$ cat src/hdl/mode_select_lifo_fifo_sorted_store_defines.svh
// Assertion helpers for the store RTL, used by msls_back.
// Each macro expects clk and rst_n in the scope where it is used.
`ifndef MODE_SELECT_LIFO_FIFO_SORTED_STORE_DEFINES_SVH
`define MODE_SELECT_LIFO_FIFO_SORTED_STORE_DEFINES_SVH

// Check a consequent in the same cycle as its antecedent.
`define MSLS_ASSERT_NOW(lbl, ante, cons, msg) \
  lbl: assert property (@(posedge clk) disable iff (!rst_n) (ante) |-> (cons)) \
    else $error(msg);

// Check a consequent in the cycle after its antecedent.
`define MSLS_ASSERT_NEXT(lbl, ante, cons, msg) \
  lbl: assert property (@(posedge clk) disable iff (!rst_n) (ante) |=> (cons)) \
    else $error(msg);

`endif

$ cat src/hdl/msls_pkg.sv
`timescale 1ns / 1ps

package msls_pkg;

  localparam int VALUE_W = 32;
  localparam int FILL_W  = 5;

  typedef logic signed [VALUE_W-1:0] value_t;

  // Request opcodes as seen on the input channel.
  typedef logic [1:0] op_code_t;
  localparam op_code_t OP_INSERT  = 2'd0;
  localparam op_code_t OP_EXTRACT = 2'd1;
  localparam op_code_t OP_PEEK    = 2'd2;

  typedef enum logic [1:0] {
    MODE_LIFO = 2'd0,
    MODE_FIFO = 2'd1,
    MODE_SORT = 2'd2
  } mode_t;

  typedef enum logic [1:0] {
    ERR_OK        = 2'd0,
    ERR_UNDERFLOW = 2'd1,
    ERR_OVERFLOW  = 2'd2
  } err_t;

  typedef enum logic [1:0] {
    CMD_INSERT  = 2'd0,
    CMD_EXTRACT = 2'd1,
    CMD_PEEK    = 2'd2,
    CMD_NOP     = 2'd3
  } cmd_kind_t;

  typedef struct packed {
    cmd_kind_t kind;
    value_t    value;
  } cmd_t;

endpackage

$ cat src/hdl/msls_if.sv
`timescale 1ns / 1ps

interface msls_in_if import msls_pkg::*; ();
  logic     valid;
  logic     ready;
  op_code_t op;
  value_t   value;

  modport source (output valid, output op, output value, input ready);
  modport sink   (input valid, input op, input value, output ready);
endinterface

interface msls_out_if import msls_pkg::*; ();
  logic              valid;
  logic              ready;
  value_t            front_value;
  logic              is_empty;
  logic [FILL_W-1:0] fill_count;
  logic [1:0]        error_code;

  modport source (output valid, output front_value, output is_empty, output fill_count,
                  output error_code, input ready);
  modport sink   (input valid, input front_value, input is_empty, input fill_count,
                  input error_code, output ready);
endinterface

interface msls_cfg_if import msls_pkg::*; ();
  logic       valid;
  logic       ready;
  logic [1:0] mode;

  modport source (output valid, output mode, input ready);
  modport sink   (input valid, input mode, output ready);
endinterface

$ cat src/hdl/msls_front.sv
`timescale 1ns / 1ps

module msls_front import msls_pkg::*; (
  msls_in_if.sink in_if,
  output logic    cmd_valid,
  output cmd_t    cmd,
  input  logic    cmd_ready
);

  // Classify the request; unknown opcodes become a status-only no-op.
  always_comb begin
    cmd.value = in_if.value;
    case (in_if.op)
      OP_INSERT:  cmd.kind = CMD_INSERT;
      OP_EXTRACT: cmd.kind = CMD_EXTRACT;
      OP_PEEK:    cmd.kind = CMD_PEEK;
      default:    cmd.kind = CMD_NOP;
    endcase
  end

  assign cmd_valid   = in_if.valid;
  assign in_if.ready = cmd_ready;

endmodule

$ cat src/hdl/msls_cmdq.sv
`timescale 1ns / 1ps

module msls_cmdq import msls_pkg::*; (
  input  logic clk,
  input  logic rst_n,
  input  logic push_valid,
  input  cmd_t push_cmd,
  output logic push_ready,
  output logic pop_valid,
  output cmd_t pop_cmd,
  input  logic pop_ready
);

  cmd_t       slot_r [2];
  logic       wr_ptr_r, wr_ptr_nxt;
  logic       rd_ptr_r, rd_ptr_nxt;
  logic [1:0] fill_r, fill_nxt;
  logic       push_fire, pop_fire;

  assign push_ready = (fill_r != 2'd2);
  assign pop_valid  = (fill_r != 2'd0);
  assign pop_cmd    = slot_r[rd_ptr_r];
  assign push_fire  = push_valid && push_ready;
  assign pop_fire   = pop_valid && pop_ready;

  always_comb begin
    wr_ptr_nxt = push_fire ? ~wr_ptr_r : wr_ptr_r;
    rd_ptr_nxt = pop_fire ? ~rd_ptr_r : rd_ptr_r;
    fill_nxt   = fill_r + {1'b0, push_fire} - {1'b0, pop_fire};
  end

  always_ff @(posedge clk) begin
    if (!rst_n) begin
      wr_ptr_r <= 1'b0;
      rd_ptr_r <= 1'b0;
      fill_r   <= 2'd0;
    end else begin
      wr_ptr_r <= wr_ptr_nxt;
      rd_ptr_r <= rd_ptr_nxt;
      fill_r   <= fill_nxt;
    end
  end

  always_ff @(posedge clk) begin
    if (push_fire) begin
      slot_r[wr_ptr_r] <= push_cmd;
    end
  end

endmodule

$ cat src/hdl/msls_back.sv
`timescale 1ns / 1ps
`include "mode_select_lifo_fifo_sorted_store_defines.svh"

module msls_back import msls_pkg::*; #(
  parameter int DEPTH = 16
) (
  input  logic        clk,
  input  logic        rst_n,
  input  logic        cmd_valid,
  input  cmd_t        cmd,
  output logic        cmd_ready,
  msls_cfg_if.sink    cfg_if,
  msls_out_if.source  out_if
);

  localparam int CNT_W = $clog2(DEPTH + 1);

  logic [CNT_W-1:0]  count_r, count_nxt;
  mode_t             mode_r, mode_nxt;
  value_t            cell_r [DEPTH];
  value_t            cell_nxt [DEPTH];
  value_t            prev_w [DEPTH];
  value_t            succ_w [DEPTH];
  logic [DEPTH-1:0]  lt_w, ltp_w;
  logic              cmd_fire, cfg_we, full_w, empty_w, do_ins, do_ext;
  err_t              err_nxt;
  value_t            front_nxt;

  logic              out_valid_r, out_valid_nxt;
  value_t            front_value_r;
  logic              is_empty_r;
  logic [FILL_W-1:0] fill_count_r;
  err_t              error_code_r;

  assign cmd_ready    = !out_valid_r || out_if.ready;
  assign cmd_fire     = cmd_valid && cmd_ready;
  assign cfg_if.ready = 1'b1;
  assign cfg_we       = cfg_if.valid;
  assign full_w       = (count_r == CNT_W'(DEPTH));
  assign empty_w      = (count_r == '0);

  // Neighbor taps and the "strictly below the new value" flags of each cell.
  for (genvar g = 0; g < DEPTH; g++) begin : g_cell
    assign lt_w[g] = (CNT_W'(g) < count_r) && (cell_r[g] < cmd.value);
    if (g == 0) begin : g_first
      assign ltp_w[g]  = 1'b1;
      assign prev_w[g] = cmd.value;
    end else begin : g_rest
      assign ltp_w[g]  = lt_w[g-1];
      assign prev_w[g] = cell_r[g-1];
    end
    if (g == DEPTH - 1) begin : g_last
      assign succ_w[g] = cell_r[g];
    end else begin : g_inner
      assign succ_w[g] = cell_r[g+1];
    end
  end

  always_comb begin
    case (mode_t'(cfg_if.mode))
      MODE_FIFO: mode_nxt = MODE_FIFO;
      MODE_SORT: mode_nxt = MODE_SORT;
      default:   mode_nxt = MODE_LIFO;
    endcase
  end

  always_comb begin
    count_nxt = count_r;
    err_nxt   = ERR_OK;
    front_nxt = '0;
    do_ins    = 1'b0;
    do_ext    = 1'b0;
    if (cmd_fire) begin
      case (cmd.kind)
        CMD_INSERT: begin
          if (full_w) begin
            err_nxt = ERR_OVERFLOW;
          end else begin
            do_ins    = 1'b1;
            count_nxt = count_r + 1'b1;
          end
        end
        CMD_EXTRACT: begin
          if (empty_w) begin
            err_nxt = ERR_UNDERFLOW;
          end else begin
            do_ext    = 1'b1;
            front_nxt = cell_r[0];
            count_nxt = count_r - 1'b1;
          end
        end
        CMD_PEEK: begin
          if (empty_w) begin
            err_nxt = ERR_UNDERFLOW;
          end else begin
            front_nxt = cell_r[0];
          end
        end
        default: begin
        end
      endcase
    end
    if (cfg_we) begin
      count_nxt = '0;
    end
  end

  // Front always sits in cell 0: extract shifts up, insert shifts down
  // from the insertion point (top for LIFO, sorted slot) or lands at the tail.
  always_comb begin
    for (int i = 0; i < DEPTH; i++) begin
      cell_nxt[i] = cell_r[i];
      if (do_ins) begin
        case (mode_r)
          MODE_FIFO: begin
            if (CNT_W'(i) == count_r) begin
              cell_nxt[i] = cmd.value;
            end
          end
          MODE_SORT: begin
            if (!lt_w[i]) begin
              cell_nxt[i] = ltp_w[i] ? cmd.value : prev_w[i];
            end
          end
          default: cell_nxt[i] = prev_w[i];
        endcase
      end else if (do_ext) begin
        cell_nxt[i] = succ_w[i];
      end
    end
  end

  assign out_valid_nxt = cmd_fire || (out_valid_r && !out_if.ready);

  always_ff @(posedge clk) begin
    if (!rst_n) begin
      count_r     <= '0;
      mode_r      <= MODE_LIFO;
      out_valid_r <= 1'b0;
    end else begin
      count_r     <= count_nxt;
      out_valid_r <= out_valid_nxt;
      if (cfg_we) begin
        mode_r <= mode_nxt;
      end
    end
  end

  always_ff @(posedge clk) begin
    cell_r <= cell_nxt;
    if (cmd_fire) begin
      front_value_r <= front_nxt;
      is_empty_r    <= (count_nxt == '0);
      fill_count_r  <= FILL_W'(count_nxt);
      error_code_r  <= err_nxt;
    end
  end

  assign out_if.valid       = out_valid_r;
  assign out_if.front_value = front_value_r;
  assign out_if.is_empty    = is_empty_r;
  assign out_if.fill_count  = fill_count_r;
  assign out_if.error_code  = error_code_r;

  `MSLS_ASSERT_NEXT(a_insert_grows, cmd_fire && !cfg_we && cmd.kind == CMD_INSERT && !full_w, count_r == $past(count_r) + 1'b1, "successful insert did not grow the count")
  `MSLS_ASSERT_NEXT(a_error_keeps_count, cmd_fire && !cfg_we && err_nxt != ERR_OK, count_r == $past(count_r), "rejected request changed the count")
  `MSLS_ASSERT_NEXT(a_cfg_clears, cfg_we, count_r == '0, "mode write did not empty the store")
  `MSLS_ASSERT_NOW(a_sorted_order, mode_r == MODE_SORT && count_r >= CNT_W'(2), !(cell_r[1] < cell_r[0]), "sorted store lost ascending order at the front")

endmodule

$ cat src/hdl/mode_select_lifo_fifo_sorted_store.sv
// Bounded store of up to DEPTH signed 32-bit values whose discipline is set by a
// one-register configuration port: 0 stack (LIFO), 1 queue (FIFO), 2 ascending
// sorted list that always hands out its smallest value; code 3 acts as a stack.
// Any write of the mode register empties the store, so program it before use.
// Each input item inserts, extracts or peeks (opcode 3 only reports status);
// each item yields exactly one result item: front value (zero on insert, status
// or error), an empty flag, the fill count after the step and an error code
// (underflow on extract/peek of an empty store, overflow on insert into a full
// one; the store is left untouched on error). A front stage decodes each item
// into a two-entry command queue; the back end applies it to a row of DEPTH
// cells whose front is always cell 0, with every cell comparing against the new
// value in parallel, so each command retires in a single cell update. Throughput
// is one item per clock while results are taken; an item passes the command
// queue and then the result register before its result shows on the output.
// While a result waits to be taken the back end holds, and the command queue
// absorbs up to two more items before the input stalls.
`timescale 1ns / 1ps

module mode_select_lifo_fifo_sorted_store import msls_pkg::*; #(
  parameter int DEPTH = 16
) (
  input  logic       clk,
  input  logic       rst_n,
  msls_in_if.sink    in_if,
  msls_out_if.source out_if,
  msls_cfg_if.sink   cfg_if
);

  // Front stage to queue.
  logic fq_valid, fq_ready;
  cmd_t fq_cmd;
  // Queue to back end.
  logic qb_valid, qb_ready;
  cmd_t qb_cmd;

  // Decode items into commands.
  msls_front u_front (
    .in_if     (in_if),
    .cmd_valid (fq_valid),
    .cmd       (fq_cmd),
    .cmd_ready (fq_ready)
  );

  // Hold up to two commands so the input side and the store stall apart.
  msls_cmdq u_cmdq (
    .clk        (clk),
    .rst_n      (rst_n),
    .push_valid (fq_valid),
    .push_cmd   (fq_cmd),
    .push_ready (fq_ready),
    .pop_valid  (qb_valid),
    .pop_cmd    (qb_cmd),
    .pop_ready  (qb_ready)
  );

  // Apply commands to the cell row and register the result.
  msls_back #(
    .DEPTH (DEPTH)
  ) u_back (
    .clk       (clk),
    .rst_n     (rst_n),
    .cmd_valid (qb_valid),
    .cmd       (qb_cmd),
    .cmd_ready (qb_ready),
    .cfg_if    (cfg_if),
    .out_if    (out_if)
  );

endmodule

$ cat src/flat_wrapper.sv
// flat-port wrapper written by rule: the top's interface ports become plain ports
module mode_select_lifo_fifo_sorted_store_flat import msls_pkg::*;
#(
  parameter int DEPTH = 16
)
  (clk, rst_n, in_if_valid, in_if_op, in_if_value, in_if_ready, out_if_valid, out_if_front_value, out_if_is_empty, out_if_fill_count, out_if_error_code, out_if_ready, cfg_if_valid, cfg_if_mode, cfg_if_ready);
  msls_in_if in_if_i ();
  msls_out_if out_if_i ();
  msls_cfg_if cfg_if_i ();
  input  logic clk;
  input  logic rst_n;
  input wire logic [$bits(in_if_i.valid)-1:0] in_if_valid;
  input wire logic [$bits(in_if_i.op)-1:0] in_if_op;
  input wire logic [$bits(in_if_i.value)-1:0] in_if_value;
  output wire logic [$bits(in_if_i.ready)-1:0] in_if_ready;
  output wire logic [$bits(out_if_i.valid)-1:0] out_if_valid;
  output wire logic [$bits(out_if_i.front_value)-1:0] out_if_front_value;
  output wire logic [$bits(out_if_i.is_empty)-1:0] out_if_is_empty;
  output wire logic [$bits(out_if_i.fill_count)-1:0] out_if_fill_count;
  output wire logic [$bits(out_if_i.error_code)-1:0] out_if_error_code;
  input wire logic [$bits(out_if_i.ready)-1:0] out_if_ready;
  input wire logic [$bits(cfg_if_i.valid)-1:0] cfg_if_valid;
  input wire logic [$bits(cfg_if_i.mode)-1:0] cfg_if_mode;
  output wire logic [$bits(cfg_if_i.ready)-1:0] cfg_if_ready;
  assign in_if_i.valid = in_if_valid;
  assign in_if_i.op = in_if_op;
  assign in_if_i.value = in_if_value;
  assign in_if_ready = in_if_i.ready;
  assign out_if_valid = out_if_i.valid;
  assign out_if_front_value = out_if_i.front_value;
  assign out_if_is_empty = out_if_i.is_empty;
  assign out_if_fill_count = out_if_i.fill_count;
  assign out_if_error_code = out_if_i.error_code;
  assign out_if_i.ready = out_if_ready;
  assign cfg_if_i.valid = cfg_if_valid;
  assign cfg_if_i.mode = cfg_if_mode;
  assign cfg_if_ready = cfg_if_i.ready;
  mode_select_lifo_fifo_sorted_store #(.DEPTH(DEPTH)) u_core (.clk(clk), .rst_n(rst_n), .in_if(in_if_i), .out_if(out_if_i), .cfg_if(cfg_if_i));
endmodule
$ cat config.mk
export PLATFORM = sky130hd
export DESIGN_NAME = mode_select_lifo_fifo_sorted_store_flat
export DESIGN_NICKNAME = d
export VERILOG_FILES = /design/src/hdl/msls_pkg.sv /design/src/hdl/msls_if.sv /design/src/hdl/msls_front.sv /design/src/hdl/msls_cmdq.sv /design/src/hdl/msls_back.sv /design/src/hdl/mode_select_lifo_fifo_sorted_store.sv /design/src/flat_wrapper.sv
export VERILOG_INCLUDE_DIRS = /design/src /design/src/hdl
export SDC_FILE = /design/constraint.sdc
export NUM_CORES = 2
export LEC_CHECK = 0
export ABC_AREA = 1
export BUFFER_PORTS_ARGS = -buffer_cell sky130_fd_sc_hd__buf_4
export CORE_AREA = 2 2 474 476
export DETAILED_ROUTE_END_ITERATION = 12
export DIE_AREA = 0 0 476 478
export PLACE_DENSITY = 0.42
export SLEW_MARGIN = 0
export SYNTH_ARGS = -nofsm -noshare
export SYNTH_HDL_FRONTEND = slang
export SYNTH_HIERARCHICAL = 1
export SYNTH_SLANG_ARGS = --single-unit
export TNS_END_PERCENT = 50
$ cat constraint.sdc
create_clock -name clk -period 4.85 [get_ports clk]
set_input_delay 0.97 -clock clk [delete_from_list [all_inputs] [get_ports clk]]
set_output_delay 0.97 -clock clk [all_outputs]
set_load 0.02 [all_outputs]
After elaboration in Yosys (flattened, before gate mapping)
Memory sizes are Yosys's and may differ from the RTL's. A register that Yosys moved wholly into a read port is not among the register bits. Index checks and enable logic that the tools add are counted.

Register bits: 564. Bits in latches: 0. Memory bits (writable): 68. Bits in read-only memories: 0. Input bits: 41. Output and inout bits: 43. Logic and storage cells: 283. Memories: 1.

$add $sub $neg: 4. Multipliers: 0. Divide/modulo/power cells: 0. Magnitude comparators: 32. Equality and inequality tests: 57. Shift-type cells: 0. Muxes and demuxes: 113. Bitwise gates (word level): 3. Reduce and logical (&&, ||, !) cells: 47.

Memories: u_core.u_cmdq.slot_r (depth 2, bits a word 34, rd ports 1, clocked after memory_dff 1, write ports 1, RTL line msls_cmdq.sv:14) `cmd_t slot_r [2];`.

Operators with widths (number): $mux W32 (77); $pmux W32 S2 (16); $lt A32 B32 Y1 (16); $ne A3 B3 Y1 const B (30); $reduce_and A3 Y1 (16); $eq A4 B5 Y1 const A (8); $lt A4 B5 Y1 const A (8); $eq A3 B5 Y1 const A (4); $lt A3 B5 Y1 const A (4); $mux W5 (4); $logic_and A1 B1 Y1 (19); $mux W1 (11); $eq A2 B5 Y1 const A (2); $logic_not A5 Y1 (2); $lt A1 B5 Y1 const A (2); $lt A2 B5 Y1 const A (2); $pmux W5 S2 (1); $eq A2 B1 Y1 const B (4); $eq A2 B2 Y1 const B (4); $pmux W2 S2 (2); $ne A2 B2 Y1 const B (3); $pmux W2 S3 (1); $add A5 B1 Y5 const B (1); $eq A1 B5 Y1 const A (1); 11 further kinds (18).

Longest topological paths before layout
Depth after elaboration: 6. Gate-level depth with buffers: 24. Depth with buffers taken out: 20.

By module
The synthesis kept the hierarchy.

Modules (own cells, without submodules): msls_back (instances 1, cells each 7265, area an instance 50006.7 sq um, seq. area each 16736.1 sq um); msls_cmdq (instances 1, cells each 142, area an instance 2849.0 sq um, seq. area each 2142.1 sq um); msls_front (instances 1, cells each 36, area an instance 262.8 sq um, seq. area each 0.0 sq um).

Worst setup path after synthesis
OpenSTA, ideal clock, no wires.

Path kind: register to register. From: reg with a tool-made name. To: reg u_core/u_back/cell_r[64] in the netlist's numbering (enable). Library setup time: 0.387 ns. Data arrival time: 3.822 ns. Required time: 4.463 ns. Path slack: 0.641 ns. Cell stages (with the launch flop): 16. Path buffers: 4. Period minus slack after synthesis: 4.209 ns. Cell sequence: dfxtp_1 > buf_6 > buf_12 > mux2_4 > clkinv_1 > clkbuf_1 > ha_1 > a21oi_1 > o21ai_0 > a21o_1 > a21oi_1 > nand3_1 > nand3_1 > buf_2 > o211ai_1 > inv_1.

RTL lines: end signal, assigned (RTL line msls_back.sv:150) `cell_r <= cell_nxt;`; end, declared (RTL line msls_back.sv:20) `value_t cell_r [DEPTH];`.

==> impl_summary.log <==
INFO  metric setup.worst_path.start_class = flop
INFO  metric first_global_vias = 48,810
INFO  metric antenna_violating_nets_post_route = 0
INFO  metric via_per_inst = 4.745
INFO  metric post-dp-hpwl = 135.5 mm
INFO  metric cp_cell_sequence = buf_12 > mux2_4 > clkinv_1 > buf_4 > ha_1 > nand2_1 > nor2_1 > nand2_1 > inv_1 > a21oi_1 > nand2_1 > nand2_2 > nand3_2 > nand2_1 > nand3_1 > nand2_1 > nand2_1 > nand2_1
INFO  metric finalHoldViolations = 0
INFO  metric place.port_buffers = 82
INFO  metric cap_viol_max_count = 0
INFO  metric worst_setup_hold_path_clk_slew = 0.07 ns
INFO  metric grt_util_all_layers = 16.25%
INFO  metric remaining_global_route_overflow = 0
INFO  metric mostFrequentLayoutCell = nand2_1
INFO  metric yosysTopAreaCellShare = 35.05%
INFO  metric synthToLayoutAreaGrowth = 13.75%
INFO  metric largest_net_degree_at_the_start_of_global_routing = 190
INFO  metric start_util = 23.80%
INFO  metric drc_errors = 0
INFO  metric die_width = 476 um
INFO  metric fillerInstances = 24,410
INFO  metric p_clk_share = 18.6%
INFO  metric cts-root-to-sink-buffers = 3
INFO  metric drive_gt1_share = 7.888%
INFO  metric dieArea = 227,500 um2
INFO  metric total_power = 34,690 uW
INFO  metric mappedNetlistArea = 53,120 um2
INFO  metric max-slew-margin-rel = 20.55%
INFO  metric cts_resized = 0
INFO  metric power.combinational.fraction = 54.3%
INFO  metric wl = 188.4 mm
INFO  metric post_cts.repair.setup_buffers = 0
INFO  metric worst-setup-path-type = flop to flop
INFO  metric p_per_area = 574.2 nW/um2
INFO  metric worst_skew_pair.late_latency = 0.72 ns
INFO  metric final_min_period_over_clock_period = 94.20%
INFO  metric hold_bufs_at_cts = 0
INFO  metric route.vias.total = 49,570
INFO  metric fin_skew = 0.03526 ns
INFO  metric setup_viol = 0
INFO  metric fp-row-count = 174
INFO  metric power.sequential.fraction = 27.1%
INFO  metric ios = 84
INFO  metric critPathMaxStageDelay = 0.74 ns
INFO  metric max_freq = 0.2189 GHz
INFO  metric detail_route.wl_per_cell = 18.04 um
INFO  metric synthesis.yosys.warnings = 6
INFO  metric max_slew.worst_pin.slew = 1.192 ns
INFO  metric cts_tree = built
INFO  metric setup_tns = 0 ns
INFO  metric ys_ff_latch = 633
INFO  metric post_synth.cell_area_avg = 7.137 um2
INFO  metric final_cell_mix = nand2_1, a21oi_1, inv_1
INFO  metric design.core.area = 223,200 um2
INFO  metric syn_nets = 7,992
INFO  metric worst_slack = 0.2813 ns
INFO  metric cts.root.buffer_cell = clkbuf_16
INFO  metric routabilityCongestion = 0.8121
INFO  metric htree_num_levels = 3
INFO  metric first_iter_violations = 4,044
INFO  metric cts.sink_count = 633
INFO  metric dpl_worst_slack = 0.2753 ns
INFO  metric rsz0062_at_grt = false
INFO  metric worst-endpoint-arrival = 5.13 ns
INFO  metric synth_top_cell_by_area = edfxtp_1
INFO  metric synth.yosys.seq_area_share = 35.54%
INFO  metric post_layout_minimum_cycle_time = 4.569 ns
INFO  metric total_leakage_power = 0.02746 uW
INFO  metric status = complete, no violations
INFO  metric power.switching = 16,770 uW
INFO  metric synthCells = 7,443
INFO  metric final_cell_area = 60,420 um2
INFO  metric holdCritPathClass = primary input to flop
INFO  metric netSwitchingFraction = 48.33%
INFO  metric critPathSlowestCell = clkinv_1
INFO  metric maxSlewViolCount = 0
INFO  metric grt_antenna_before_repair = 2
INFO  metric grt_first_pass_wirelength = 294.2 mm
INFO  metric synthDistinctLibCells = 42
INFO  metric critical_path.most_common_cell = nand2_1
INFO  metric die-height = 478 um
INFO  metric finalNetCount = 7,935
INFO  metric placedInstanceArea = 57,670 um2
INFO  metric synth_top_cells_by_area = edfxtp_1, nand2_1, ha_1
INFO  metric cts_inserted_buffers = 86
INFO  metric worstPathMaxFanout = 32
INFO  metric worstPathRequired = 5.42 ns
INFO  metric ir_worst_vdd = 320.7 uV
INFO  metric power.internal = 17,930 uW
INFO  metric detail_route.first_pass.iterations = 6
INFO  metric cp-end-kind = flop
[path summary, 6_finish.rpt]
path                                       startpoint  cells past startpoint                                    end  slack [ns]
setup reg to reg                                 flop                     18    u_core/u_back/cell_r[446]$_DFFE_PP_        0.28
hold reg to reg   u_core/u_cmdq/rd_ptr_r$_SDFFE_PN0P_                      2    u_core/u_cmdq/rd_ptr_r$_SDFFE_PN0P_        0.50
setup / recovery                                 flop                     18    u_core/u_back/cell_r[446]$_DFFE_PP_        0.28
hold / removal                        in_if_value[17]                      1  u_core/u_cmdq/slot_r[0][17]$_DFFE_PP_        0.44
[registers in the layout, indices dropped and copies added (netlist names), 2 cells and up, named ones only]
signal / flops
u_core/u_back/cell_r: 512
u_core/u_cmdq/slot_r: 68
u_core/u_back/out_if.front_value: 32
u_core/u_back/count_r: 5
u_core/u_back/out_if.fill_count: 5
u_core/u_back/mode_r: 2
u_core/u_back/out_if.error_code: 2
u_core/u_cmdq/fill_r: 2
[layer usage]
layer	share of wire [%]	routed length, um	up-vias	track usage, %
met5	0	0	-	0
li1	-	-	25000	-
met2	43	80200	1210	24.91
met1	50	94920	23160	23.91
met4	1.9	3627	0	3.543
met3	5.1	9693	194	2.323
[logic make-up (layout without fill, tap and decap cells)]
kind of cell             after synthesis  in the layout  synth area share, %
other                                  1              2             0.007060
AND/OR/NAND/NOR                     4152           4152                33.42
flip-flops                           633            633                35.54
AO/OA/AOI/OAI                        905            905                8.732
XOR/XNOR                               2              2              0.03298
buffers and inverters               1208           1219                9.370
adder cells (fa/ha/maj)              508            508                11.97
multiplexers                          34             34               0.9328
[cell usage after synthesis, drive strengths merged]
library cell / instances
clkinv: 32
a31o: 1
a21oi: 753
o31ai: 1
nor4: 12
a21o: 2
o21bai: 1
ha: 508
nor4b: 2
o211a: 1
o21a: 8
nand3b: 7
o22ai: 1
nand2: 2804
a31oi: 6
xor2: 2
o311ai: 1
a211oi: 2
nand3: 582
conb: 1
o221ai: 6
nor3: 23
mux2: 34
clkbuf: 299
dfxtp: 13
nor2: 219
edfxtp: 620
o21ai: 110
inv: 657
buf: 220
o211ai: 12
nand4: 503
[critical path: cells and delay by family (launching register included)]
family / cells / cell delay [ns]
buffers and inverters: 4 / 1.53
adder cells (fa/ha/maj): 1 / 0.30
AO/OA/AOI/OAI: 1 / 0.17
AND/OR/NAND/NOR: 11 / 1.72
multiplexers: 1 / 0.23
flip-flops: 1 / 0.38
[area by class of cell]
class	instances	area, um2	share of cell area (%)
multi-input cells	5602	29420	48.69
clock inverters	39	387.9	0.6419
well taps	2992	3744	6.196
clock buffers	117	2341	3.874
diodes	1	2.502	0.004141
repair buffers	374	3045	5.040
flip-flops and latches	633	18880	31.25
inverters	689	2605	4.311
[power by group through the flow]
stage	logic, uW	clock network, uW	registers, uW
4_1_cts	19000	6700	9390
3_3_place_gp	18600	0	9480
6_report	18900	6440	9400
3_5_place_dp	18900	0	9500
2_1_floorplan	12400	0	9290
5_1_grt	21400	6860	9570
[per-stage QoR]
step	util [%]	instances	hold slack, ns
floorplan	-	7443	0.4583
global placement	25.84	10290	0.4839
detailed placement	25.84	10290	0.4936
CTS	27.06	10450	0.3774
global route	27.08	10450	0.3929
finish	27.08	10450	0.4436
No activity file was read; power rests on OpenSTA's default activity.
